[config.mk]
export PLATFORM = sky130hd
export DESIGN_NAME = sorted_insertion_stack_flat
export DESIGN_NICKNAME = d
export VERILOG_FILES = /design/src/rtl/sis_pkg.sv /design/src/rtl/sis_if.sv /design/src/rtl/sis_cell.sv /design/src/rtl/sorted_insertion_stack.sv /design/src/flat_wrapper.sv
export SDC_FILE = /design/constraint.sdc
export NUM_CORES = 2
export LEC_CHECK = 0
export BUFFER_PORTS_ARGS = -buffer_cell sky130_fd_sc_hd__buf_2
export CAP_MARGIN = 40
export CORE_MARGIN = 5
export CORE_UTILIZATION = 45
export CTS_BUF_LIST = sky130_fd_sc_hd__clkbuf_8
export DETAILED_ROUTE_END_ITERATION = 8
export GPL_TIMING_DRIVEN = 0
export PLACE_DENSITY = 0.64
export SETUP_SLACK_MARGIN = 0.5
export SLEW_MARGIN = 20
export SYNTH_ARGS = -nofsm -noshare
export SYNTH_HDL_FRONTEND = slang
export SYNTH_SLANG_ARGS = --single-unit
export TNS_END_PERCENT = 100
[constraint.sdc]
create_clock -name clk -period 5.6 [get_ports clk]
set_input_delay 0.84 -clock clk [delete_from_list [all_inputs] [get_ports clk]]
set_output_delay 0.84 -clock clk [all_outputs]
set_load 0.02 [all_outputs]
[src/rtl/sis_pkg.sv]
// Shared types and constants for the sorted insertion stack.
// No dependencies; every other file in the block imports this package.
package sis_pkg;

  localparam int DEPTH_DEF = 16;
  localparam int VAL_W     = 32;
  localparam int CNT_W     = 5;

  typedef enum logic {
    OP_PUSH = 1'b0,
    OP_POP  = 1'b1
  } opcode_t;

  typedef enum logic [1:0] {
    ST_OK        = 2'd0,
    ST_FULL      = 2'd1,
    ST_POP_EMPTY = 2'd2
  } status_t;

  // Control broadcast from the top level to every cell of the chain.
  typedef struct packed {
    logic                    push;
    logic                    pop;
    logic signed [VAL_W-1:0] value;
  } cell_ctl_t;

endpackage

[src/rtl/sis_if.sv]
// Valid/ready stream interfaces for the input and result channels.
// Depends on sis_pkg for field widths.
interface sis_in_if import sis_pkg::*; ();
  logic                    valid;
  logic                    ready;
  logic                    opcode;
  logic signed [VAL_W-1:0] value;

  modport source (output valid, output opcode, output value, input ready);
  modport sink   (input valid, input opcode, input value, output ready);
endinterface

interface sis_out_if import sis_pkg::*; ();
  logic                    valid;
  logic                    ready;
  logic signed [VAL_W-1:0] top_value;
  logic                    top_valid;
  logic [CNT_W-1:0]        count;
  logic [1:0]              status;

  modport source (output valid, output top_value, output top_valid, output count,
                  output status, input ready);
  modport sink   (input valid, input top_value, input top_valid, input count,
                  input status, output ready);
endinterface

[src/rtl/sis_cell.sv]
// One slot of the sorted chain: holds a value and trades it with its neighbors.
// Depends on sis_pkg for the control struct and value width.
module sis_cell import sis_pkg::*; (
  input  logic                    clk,
  input  cell_ctl_t               ctl,
  input  logic                    occ,
  input  logic signed [VAL_W-1:0] above_val,
  input  logic                    above_lt,
  input  logic signed [VAL_W-1:0] below_val,
  output logic signed [VAL_W-1:0] val,
  output logic signed [VAL_W-1:0] val_nxt,
  output logic                    lt
);

  logic signed [VAL_W-1:0] val_r;

  // An occupied cell strictly below the new value stays where it is.
  assign lt  = occ && (val_r < ctl.value);
  assign val = val_r;

  always_comb begin
    val_nxt = val_r;
    if (ctl.push) begin
      if (lt) begin
        val_nxt = val_r;
      end else if (above_lt) begin
        val_nxt = ctl.value;
      end else begin
        val_nxt = above_val;
      end
    end else if (ctl.pop) begin
      val_nxt = below_val;
    end
  end

  always_ff @(posedge clk) begin
    val_r <= val_nxt;
  end

endmodule

[src/rtl/sorted_insertion_stack.sv]
// Sorted stack of signed values, smallest on top, built as a chain of cells.
// The result of an input transfer is loaded into the output register in the cycle after the transfer.
// Throughput: one push or pop per cycle while the result is not stalled; every cell compares and shifts in parallel.
// Reset: synchronous active-low rst_n empties the stack and clears the output valid.
// Cell contents are not reset; only slots below the count are ever shown.
module sorted_insertion_stack import sis_pkg::*; #(
  parameter int DEPTH = DEPTH_DEF
) (
  input  logic      clk,
  input  logic      rst_n,
  sis_in_if.sink    in_if,
  sis_out_if.source out_if
);

  localparam int CW = $clog2(DEPTH + 1);
  localparam logic [CW-1:0] FULL_CNT = CW'(DEPTH);

  logic [CW-1:0] count_r, count_nxt;
  logic          out_valid_r;
  logic signed [VAL_W-1:0] top_value_r;
  logic          top_valid_r;
  logic [CNT_W-1:0] count_out_r;
  status_t       status_r, status_nxt;

  logic          xfer;
  cell_ctl_t     ctl;
  logic signed [VAL_W-1:0] cell_val [DEPTH];
  logic signed [VAL_W-1:0] cell_nxt [DEPTH];
  logic          cell_lt [DEPTH];
  logic [CW+CNT_W-1:0] count_ext;

  assign in_if.ready = !out_valid_r || out_if.ready;
  assign xfer        = in_if.valid && in_if.ready;

  always_comb begin
    ctl.value  = in_if.value;
    ctl.push   = 1'b0;
    ctl.pop    = 1'b0;
    count_nxt  = count_r;
    status_nxt = ST_OK;
    if (xfer) begin
      if (in_if.opcode == OP_PUSH) begin
        if (count_r == FULL_CNT) begin
          status_nxt = ST_FULL;
        end else begin
          ctl.push  = 1'b1;
          count_nxt = count_r + 1'b1;
        end
      end else begin
        if (count_r == '0) begin
          status_nxt = ST_POP_EMPTY;
        end else begin
          ctl.pop   = 1'b1;
          count_nxt = count_r - 1'b1;
        end
      end
    end
  end

  for (genvar k = 0; k < DEPTH; k++) begin : g_cell
    localparam logic [CW-1:0] KI = CW'(k);
    logic signed [VAL_W-1:0] above_val, below_val;
    logic above_lt;

    // Cell 0 is the top; a value entering it comes straight from the input.
    if (k == 0) begin : g_first
      assign above_val = ctl.value;
      assign above_lt  = 1'b0;
    end else begin : g_mid
      assign above_val = cell_val[k-1];
      assign above_lt  = cell_lt[k-1];
    end
    if (k == DEPTH - 1) begin : g_last
      assign below_val = cell_val[k];
    end else begin : g_up
      assign below_val = cell_val[k+1];
    end

    sis_cell u_cell (
      .clk       (clk),
      .ctl       (ctl),
      .occ       (KI < count_r),
      .above_val (above_val),
      .above_lt  (above_lt),
      .below_val (below_val),
      .val       (cell_val[k]),
      .val_nxt   (cell_nxt[k]),
      .lt        (cell_lt[k])
    );
  end

  assign count_ext = {{CNT_W{1'b0}}, count_nxt};

  always_ff @(posedge clk) begin
    if (!rst_n) begin
      count_r     <= '0;
      out_valid_r <= 1'b0;
    end else begin
      count_r <= count_nxt;
      if (xfer) begin
        out_valid_r <= 1'b1;
      end else if (out_if.ready) begin
        out_valid_r <= 1'b0;
      end
    end
  end

  always_ff @(posedge clk) begin
    if (xfer) begin
      top_valid_r <= (count_nxt != '0);
      top_value_r <= (count_nxt != '0) ? cell_nxt[0] : '0;
      count_out_r <= count_ext[CNT_W-1:0];
      status_r    <= status_nxt;
    end
  end

  assign out_if.valid     = out_valid_r;
  assign out_if.top_value = top_value_r;
  assign out_if.top_valid = top_valid_r;
  assign out_if.count     = count_out_r;
  assign out_if.status    = status_r;

endmodule

[src/flat_wrapper.sv]
// flat-port wrapper written by rule: the top's interface ports become plain ports
module sorted_insertion_stack_flat import sis_pkg::*;
#(
  parameter int DEPTH = DEPTH_DEF
)
  (clk, rst_n, in_if_valid, in_if_opcode, in_if_value, in_if_ready, out_if_valid, out_if_top_value, out_if_top_valid, out_if_count, out_if_status, out_if_ready);
  sis_in_if in_if_i ();
  sis_out_if out_if_i ();
  input  logic clk;
  input  logic rst_n;
  input wire logic [$bits(in_if_i.valid)-1:0] in_if_valid;
  input wire logic [$bits(in_if_i.opcode)-1:0] in_if_opcode;
  input wire logic [$bits(in_if_i.value)-1:0] in_if_value;
  output wire logic [$bits(in_if_i.ready)-1:0] in_if_ready;
  output wire logic [$bits(out_if_i.valid)-1:0] out_if_valid;
  output wire logic [$bits(out_if_i.top_value)-1:0] out_if_top_value;
  output wire logic [$bits(out_if_i.top_valid)-1:0] out_if_top_valid;
  output wire logic [$bits(out_if_i.count)-1:0] out_if_count;
  output wire logic [$bits(out_if_i.status)-1:0] out_if_status;
  input wire logic [$bits(out_if_i.ready)-1:0] out_if_ready;
  assign in_if_i.valid = in_if_valid;
  assign in_if_i.opcode = in_if_opcode;
  assign in_if_i.value = in_if_value;
  assign in_if_ready = in_if_i.ready;
  assign out_if_valid = out_if_i.valid;
  assign out_if_top_value = out_if_i.top_value;
  assign out_if_top_valid = out_if_i.top_valid;
  assign out_if_count = out_if_i.count;
  assign out_if_status = out_if_i.status;
  assign out_if_i.ready = out_if_ready;
  sorted_insertion_stack #(.DEPTH(DEPTH)) u_core (.clk(clk), .rst_n(rst_n), .in_if(in_if_i), .out_if(out_if_i));
endmodule
### Word level (Yosys, flattened, before mapping)

Index checks and enable logic that the tools add are counted.

| storage, ports and cells | value |
|---|---|
| flip-flop bits (word level) | 558 |
| input port bits | 37 |
| word-level logic and storage cells | 184 |

| operators by class | value |
|---|---|
| add/subtract/negate cells | 2 |
| $lt $le $gt $ge | 32 |
| equality and inequality tests | 15 |
| muxes and demuxes | 74 |
| bitwise logic cells | 1 |
| reduce and logical (&&, ||, !) cells | 38 |

Operators by type and width:

| operator | count |
|---|---|
| $mux 32 | 60 |
| $lt 32x32->1 | 16 |
| $lt 4x5->1 const A | 8 |
| $reduce_and 2->1 | 15 |
| $ne 2x2->1 const B | 14 |
| $lt 3x5->1 const A | 4 |
| $mux 5 | 4 |
| $logic_and 1x1->1 | 17 |
| $lt 1x5->1 const A | 2 |
| $lt 2x5->1 const A | 2 |
| $mux 1 | 7 |
| $mux 2 | 3 |
| $add 5x1->5 const B | 1 |
| $eq 5x5->1 const B | 1 |
| $logic_not 5->1 | 1 |
| $reduce_bool 5->1 | 1 |
| $sub 5x1->5 const B | 1 |
| $reduce_bool 2->1 | 2 |
| $logic_not 1->1 | 1 |
| $logic_or 1x1->1 | 1 |
| $not 1->1 | 1 |

### Longest topological paths before layout

| logic depth | value |
|---|---|
| depth in word-level cells | 6 |
| mapped depth | 14 |
| mapped depth without buffers | 10 |

### Modules after synthesis

Synthesis repeated with hierarchy kept, for this count alone.

| second synthesis, totals | value |
|---|---|
| cells, all modules | 5420 |
| area total of the unflattened synthesis | 48864.4 um2 |

By module, submodules not included:

| module | times used | cells an instance | area each (um2) | seq. area each (um2) |
|---|---|---|---|---|
| sis_cell | 16 | 328 | 2906.5 | 640.6 |
| sorted_insertion_stack | 1 | 172 | 2359.8 | 1321.3 |

### Worst setup path before layout

OpenSTA, ideal clock, no wires.

| timing path | value |
|---|---|
| path kind | input -> register |
| from | input port out_if_ready |
| to | register u_core.g_cell[7].u_cell.val_r[0] (enable) |
| setup time | 0.470 ns |
| data arrival time | 5.273 ns |
| data required time | 5.130 ns |
| setup slack | -0.143 ns |
| stages on the path | 8 |
| cells stage by stage | nand2b_1 nand2_1 inv_2 nand2_1 clkbuf_1 clkbuf_1 clkbuf_1 o31ai_1 |

| between the ends | value |
|---|---|
| longest elaborated chain between the ends | 5 |
| elaborated cells on any way between the ends | 6 |
| classes of those cells | eq/ne: 1; mux: 1; reduce/logical: 4 |

RTL lines:

| item | RTL line | text |
|---|---|---|
| from (decl) | flat_wrapper.sv:20 | `input wire logic [$bits(out_if_i.ready)-1:0] out_if_ready;` |
| $logic_or 1x1->1 * | sorted_insertion_stack.sv:32 | `assign in_if.ready = !out_valid_r \|\| out_if.ready;` |
| $logic_and 1x1->1 * | sorted_insertion_stack.sv:33 | `assign xfer = in_if.valid && in_if.ready;` |
| named net u_core.xfer | sorted_insertion_stack.sv:25 | `logic xfer;` |
| $mux 2 * | sorted_insertion_stack.sv:41 | `if (xfer) begin` |
| $ne 2x2->1 (no line) / $reduce_bool 2->1 (equally long branches) | n/a |  |
| $reduce_and 2->1 (no line) * | n/a |  |
| to (signal assigned) | sis_cell.sv:37 | `val_r <= val_nxt;` |
| to (decl) | sis_cell.sv:15 | `logic signed [VAL_W-1:0] val_r;` |

The timed path passes the listed nets; every way through them passes the cells marked *.
A chain may end at the register's enable or synchronous reset.

### Worst setup path after layout

| timing path | value |
|---|---|
| from | input port in_if_value[7] |
| to | register u_core.g_cell[11].u_cell.val_r[3] (enable) |

| between the ends | value |
|---|---|
| longest elaborated chain between the ends | 4 |

RTL lines:

| item | RTL line | text |
|---|---|---|
| from (decl) | flat_wrapper.sv:13 | `input wire logic [$bits(in_if_i.value)-1:0] in_if_value;` |
| $lt 32x32->1 | sis_cell.sv:18 | `assign lt = occ && (val_r < ctl.value);` |
| $logic_and 1x1->1 | sis_cell.sv:18 |  |
| $ne 2x2->1 (no line) | n/a |  |
| $reduce_and 2->1 (no line) | n/a |  |
| to (signal assigned) | sis_cell.sv:37 |  |
| to (decl) | sis_cell.sv:15 |  |

No other way between the ends.

==> impl_metrics.json <==
{
  "cts.clk_slew.worst_paths_ns": 0.06,
  "start_util": 0.453,
  "residual_overflow_from_global_routing": 0,
  "synth_most_common_cell": "sky130_fd_sc_hd__edfxtp_1",
  "routed_via_density": 6.30,
  "final-hold-violation-count": 0,
  "syn_avg_cell_area_sq_um": 9.98,
  "post_dp_cell_area_sq_mm": 0.0426,
  "level_count_of_the_clock_h_tree": 3,
  "seqCellArea_sq_mm": 0.0164,
  "area_of_the_mapped_netlist_sq_mm": 0.0400,
  "outcome": "finished, final reports clean",
  "post_route_drc": 0,
  "place.detailed.hpwl_microns": 114000,
  "path_class": "input port to flip-flop",
  "stdcell_area_sq_mm": 0.0449,
  "placementRows": 109,
  "synth_cells": 4006,
  "netlist_top_cells_count": "sky130_fd_sc_hd__edfxtp_1 (520), sky130_fd_sc_hd__ha_1 (499), sky130_fd_sc_hd__o21ai_0 (389), sky130_fd_sc_hd__nand2_1 (328), sky130_fd_sc_hd__nor2_1 (288)",
  "synth_edf_count": 520,
  "worst_setup_path_end_kind": "flip-flop",
  "post_synth_arst_share": 0,
  "cts.hold.buffers_added": 0,
  "timing.final.ws_setup_ns": 0.663,
  "worstSkewPairLatency_ns": 0.75,
  "ys_seq_elements": 558,
  "routed_wirelength_microns": 143000,
  "cts.path.max_buffers": 3,
  "top_level_ports": 79,
  "post_synthesis_to_final_layout_area_growth_pct": 12.3,
  "critPathLaunchType": "input port",
  "route.antenna.remaining_nets": 0,
  "worst_ep_required_time_ns": 5.97,
  "maximum_number_of_pins_on_one_net_before_global_route_repair": 34,
  "fin_worst_skew_ns": 0.0199,
  "via_count_of_the_first_global_routing_pass": 34100,
  "core-area_sq_mm": 0.0882,
  "finalWorstPathRequiredPeriod_ns": 4.94,
  "synth_flop_cell": "sky130_fd_sc_hd__edfxtp_1",
  "final_weighted_congestion_of_routability_driven_global_placement": 0.925,
  "slew-limit-headroom": 0.374,
  "die_height_microns": 308,
  "dr_total_vias": 34600,
  "numClockSinks": 558,
  "finalNetCount": 4787,
  "cts-root-buf": "sky130_fd_sc_hd__clkbuf_8",
  "timing.critical_path.fanout_max": 32,
  "maxCapViolCount": 0,
  "synthDominantAreaCellType": "sky130_fd_sc_hd__edfxtp_1",
  "floorplan.die_area_sq_mm": 0.0949,
  "synthDistinctLibCells": 80,
  "numPortBuffers": 78,
  "max_clock_freq_ghz": 0.203,
  "dieWidth_microns": 308,
  "synthTopCellsByArea": "sky130_fd_sc_hd__edfxtp_1 (39%), sky130_fd_sc_hd__ha_1 (16%), sky130_fd_sc_hd__mux2i_1 (5.7%)",
  "tightestPinTransition_ns": 0.931,
  "cts_post_setup_buffers_inserted": 0,
  "number_of_nets_in_the_synthesized_netlist": 4542,
  "vdd_drop_max_v": 0.000309,
  "cts_tree": "yes",
  "power_density_mw_per_mm2": 314,
  "post_route_cells_drive_above_1_share": 0.103,
  "grt_pass1_wl_microns": 209000,
  "postCtsResizedCells": 4,
  "antenna_found_initial": 4,
  "power.leakage_nw": 19.0,
  "fin_crit_sh": 0.882,
  "hold_class": "input port to flip-flop",
  "critical_path_arrival_ns": 5.31,
  "firstDrtPassIters": 6,
  "filler_cell_count": 8120,
  "place_ws_ns": -0.272,
  "track_usage": 0.288,
  "average_wire_length_per_cell_after_detail_routing_microns": 25.9,
  "detailed_router_s_first_iteration_violation_count": 4425,
  "rsz0062_at_grt": "false",
  "multi_input_comb_area_sq_mm": 0.0224,
  "yosys_warnings": 0,
  "cts-buffers-inserted": 100,
  "ys_seq_area_frac": 0.409,
  "synth_top_area_frac": 0.390,
  "maxSlewViolCount": 0,
  "setup_violations": 0
}
==> logic make-up after synthesis <==
group / share of synthesized area
XOR/XNOR: 0.000219
buffers and inverters: 0.0339
flip-flops: 0.409
multiplexers: 0.0754
AND/OR/NAND/NOR: 0.123
adder cells (fa/ha/maj): 0.156
AO/OA/AOI/OAI: 0.202
==> per-layer routing <==
layer,GRT usage,vias to the layer above,routed length [microns],part of all wire
li1,-,16000,-,-
met1,0.392,16700,59500,0.42
met2,0.467,1672,64700,0.45
met3,0.0453,294,12700,0.089
met4,0.109,0,5760,0.040
met5,0,-,0,0
==> metrics by stage <==
step	std cells	TNS (ns)	hold slack [ns]	power, W	utilization
2_1_floorplan	4006	0	0.488	0.00874	-
3_3_place_gp	5249	-597.76	0.517	0.0101	0.474
4_1_cts	5477	0	0.305	0.0140	0.505
6_report	5501	0	0.352	0.0141	0.509
3_5_place_dp	5293	-33.18	0.525	0.0102	0.483
5_1_grt	5500	0	0.372	0.0148	0.509
==> flip-flops by register name, indices dropped and copies added, names as in the netlist <==
register and flops:
u_core.count_r 5, u_core.out_if.count 5, u_core.out_if.status 2, u_core.out_if.valid 1
u_core.out_if.top_valid 1, u_core.out_if.top_value 32, u_core.g_cell.u_cell.val 512
==> critical path: stages <==
cell and delay (ns):
sky130_fd_sc_hd__buf_2 0.30, sky130_fd_sc_hd__inv_1 0.28, sky130_fd_sc_hd__buf_8 0.24, sky130_fd_sc_hd__ha_1 0.32
sky130_fd_sc_hd__a21oi_1 0.18, sky130_fd_sc_hd__o21ai_0 0.14, sky130_fd_sc_hd__a211oi_1 0.50, sky130_fd_sc_hd__o211ai_1 0.28
sky130_fd_sc_hd__a31oi_1 0.28, sky130_fd_sc_hd__mux2i_1 0.75, sky130_fd_sc_hd__buf_2 0.43, sky130_fd_sc_hd__nand2_1 0.11
sky130_fd_sc_hd__nand2_2 0.61
==> path summary, 6_finish.rpt <==
check	from	end	slack (ns)	cells after the start
min reg2reg	u_core.out_if.valid	u_core.out_if.valid	0.54	2
max	in_if_value[7]	u_core.g_cell[11].u_cell.val[3]	0.66	13
max reg2reg	u_core.count_r[1]	u_core.g_cell[14].u_cell.val[8]	0.74	14
min	in_if_valid	u_core.out_if.valid	0.35	3
==> cell usage in the layout (no fill, tap or decap), types with 27 or more instances in the layout <==
cell	Yosys	routed
sky130_fd_sc_hd__nand3_1	141	141
sky130_fd_sc_hd__and3_1	33	33
sky130_fd_sc_hd__inv_1	47	97
sky130_fd_sc_hd__nand2_1	328	321
sky130_fd_sc_hd__a21o_1	149	148
sky130_fd_sc_hd__edfxtp_1	520	520
sky130_fd_sc_hd__mux2_2	64	64
sky130_fd_sc_hd__buf_2	32	112
sky130_fd_sc_hd__a21oi_1	283	283
sky130_fd_sc_hd__o21ai_0	389	384
sky130_fd_sc_hd__mux2i_1	228	228
sky130_fd_sc_hd__o211a_1	31	31
sky130_fd_sc_hd__o21a_1	41	40
sky130_fd_sc_hd__clkbuf_8	0	113
sky130_fd_sc_hd__a41oi_1	37	37
sky130_fd_sc_hd__a211oi_1	33	32
sky130_fd_sc_hd__nand4_1	59	59
sky130_fd_sc_hd__nor2_1	288	288
sky130_fd_sc_hd__ha_1	499	499
sky130_fd_sc_hd__or3_1	39	39
sky130_fd_sc_hd__buf_8	0	30
sky130_fd_sc_hd__dfxtp_1	38	38
sky130_fd_sc_hd__o31a_1	27	27
sky130_fd_sc_hd__o32a_1	32	32
sky130_fd_sc_hd__a31oi_1	165	165
sky130_fd_sc_hd__clkbuf_1	237	230
==> layout make-up <==
cell class                 instances  area share
tap                             1165      0.0324
timing repair buffer             143      0.0317
clock inverter                    71     0.00769
multi-input combinational       3114       0.498
inverter                          48     0.00401
antenna                            3    0.000167
clock buffer                     113      0.0346
sequential                       558       0.365
buffer                           286      0.0264
==> power breakdown <==
| group | total, W | leakage (nW) | switching [W] | internal (W) |
|---|---|---|---|---|
| sequential | 0.00604 | 5.22 | 0.000592 | 0.00545 |
| clock | 0.00381 | 1.14 | 0.00188 | 0.00192 |
| combinational | 0.00426 | 12.6 | 0.00256 | 0.00170 |
Power figures use the tool's default switching activity.
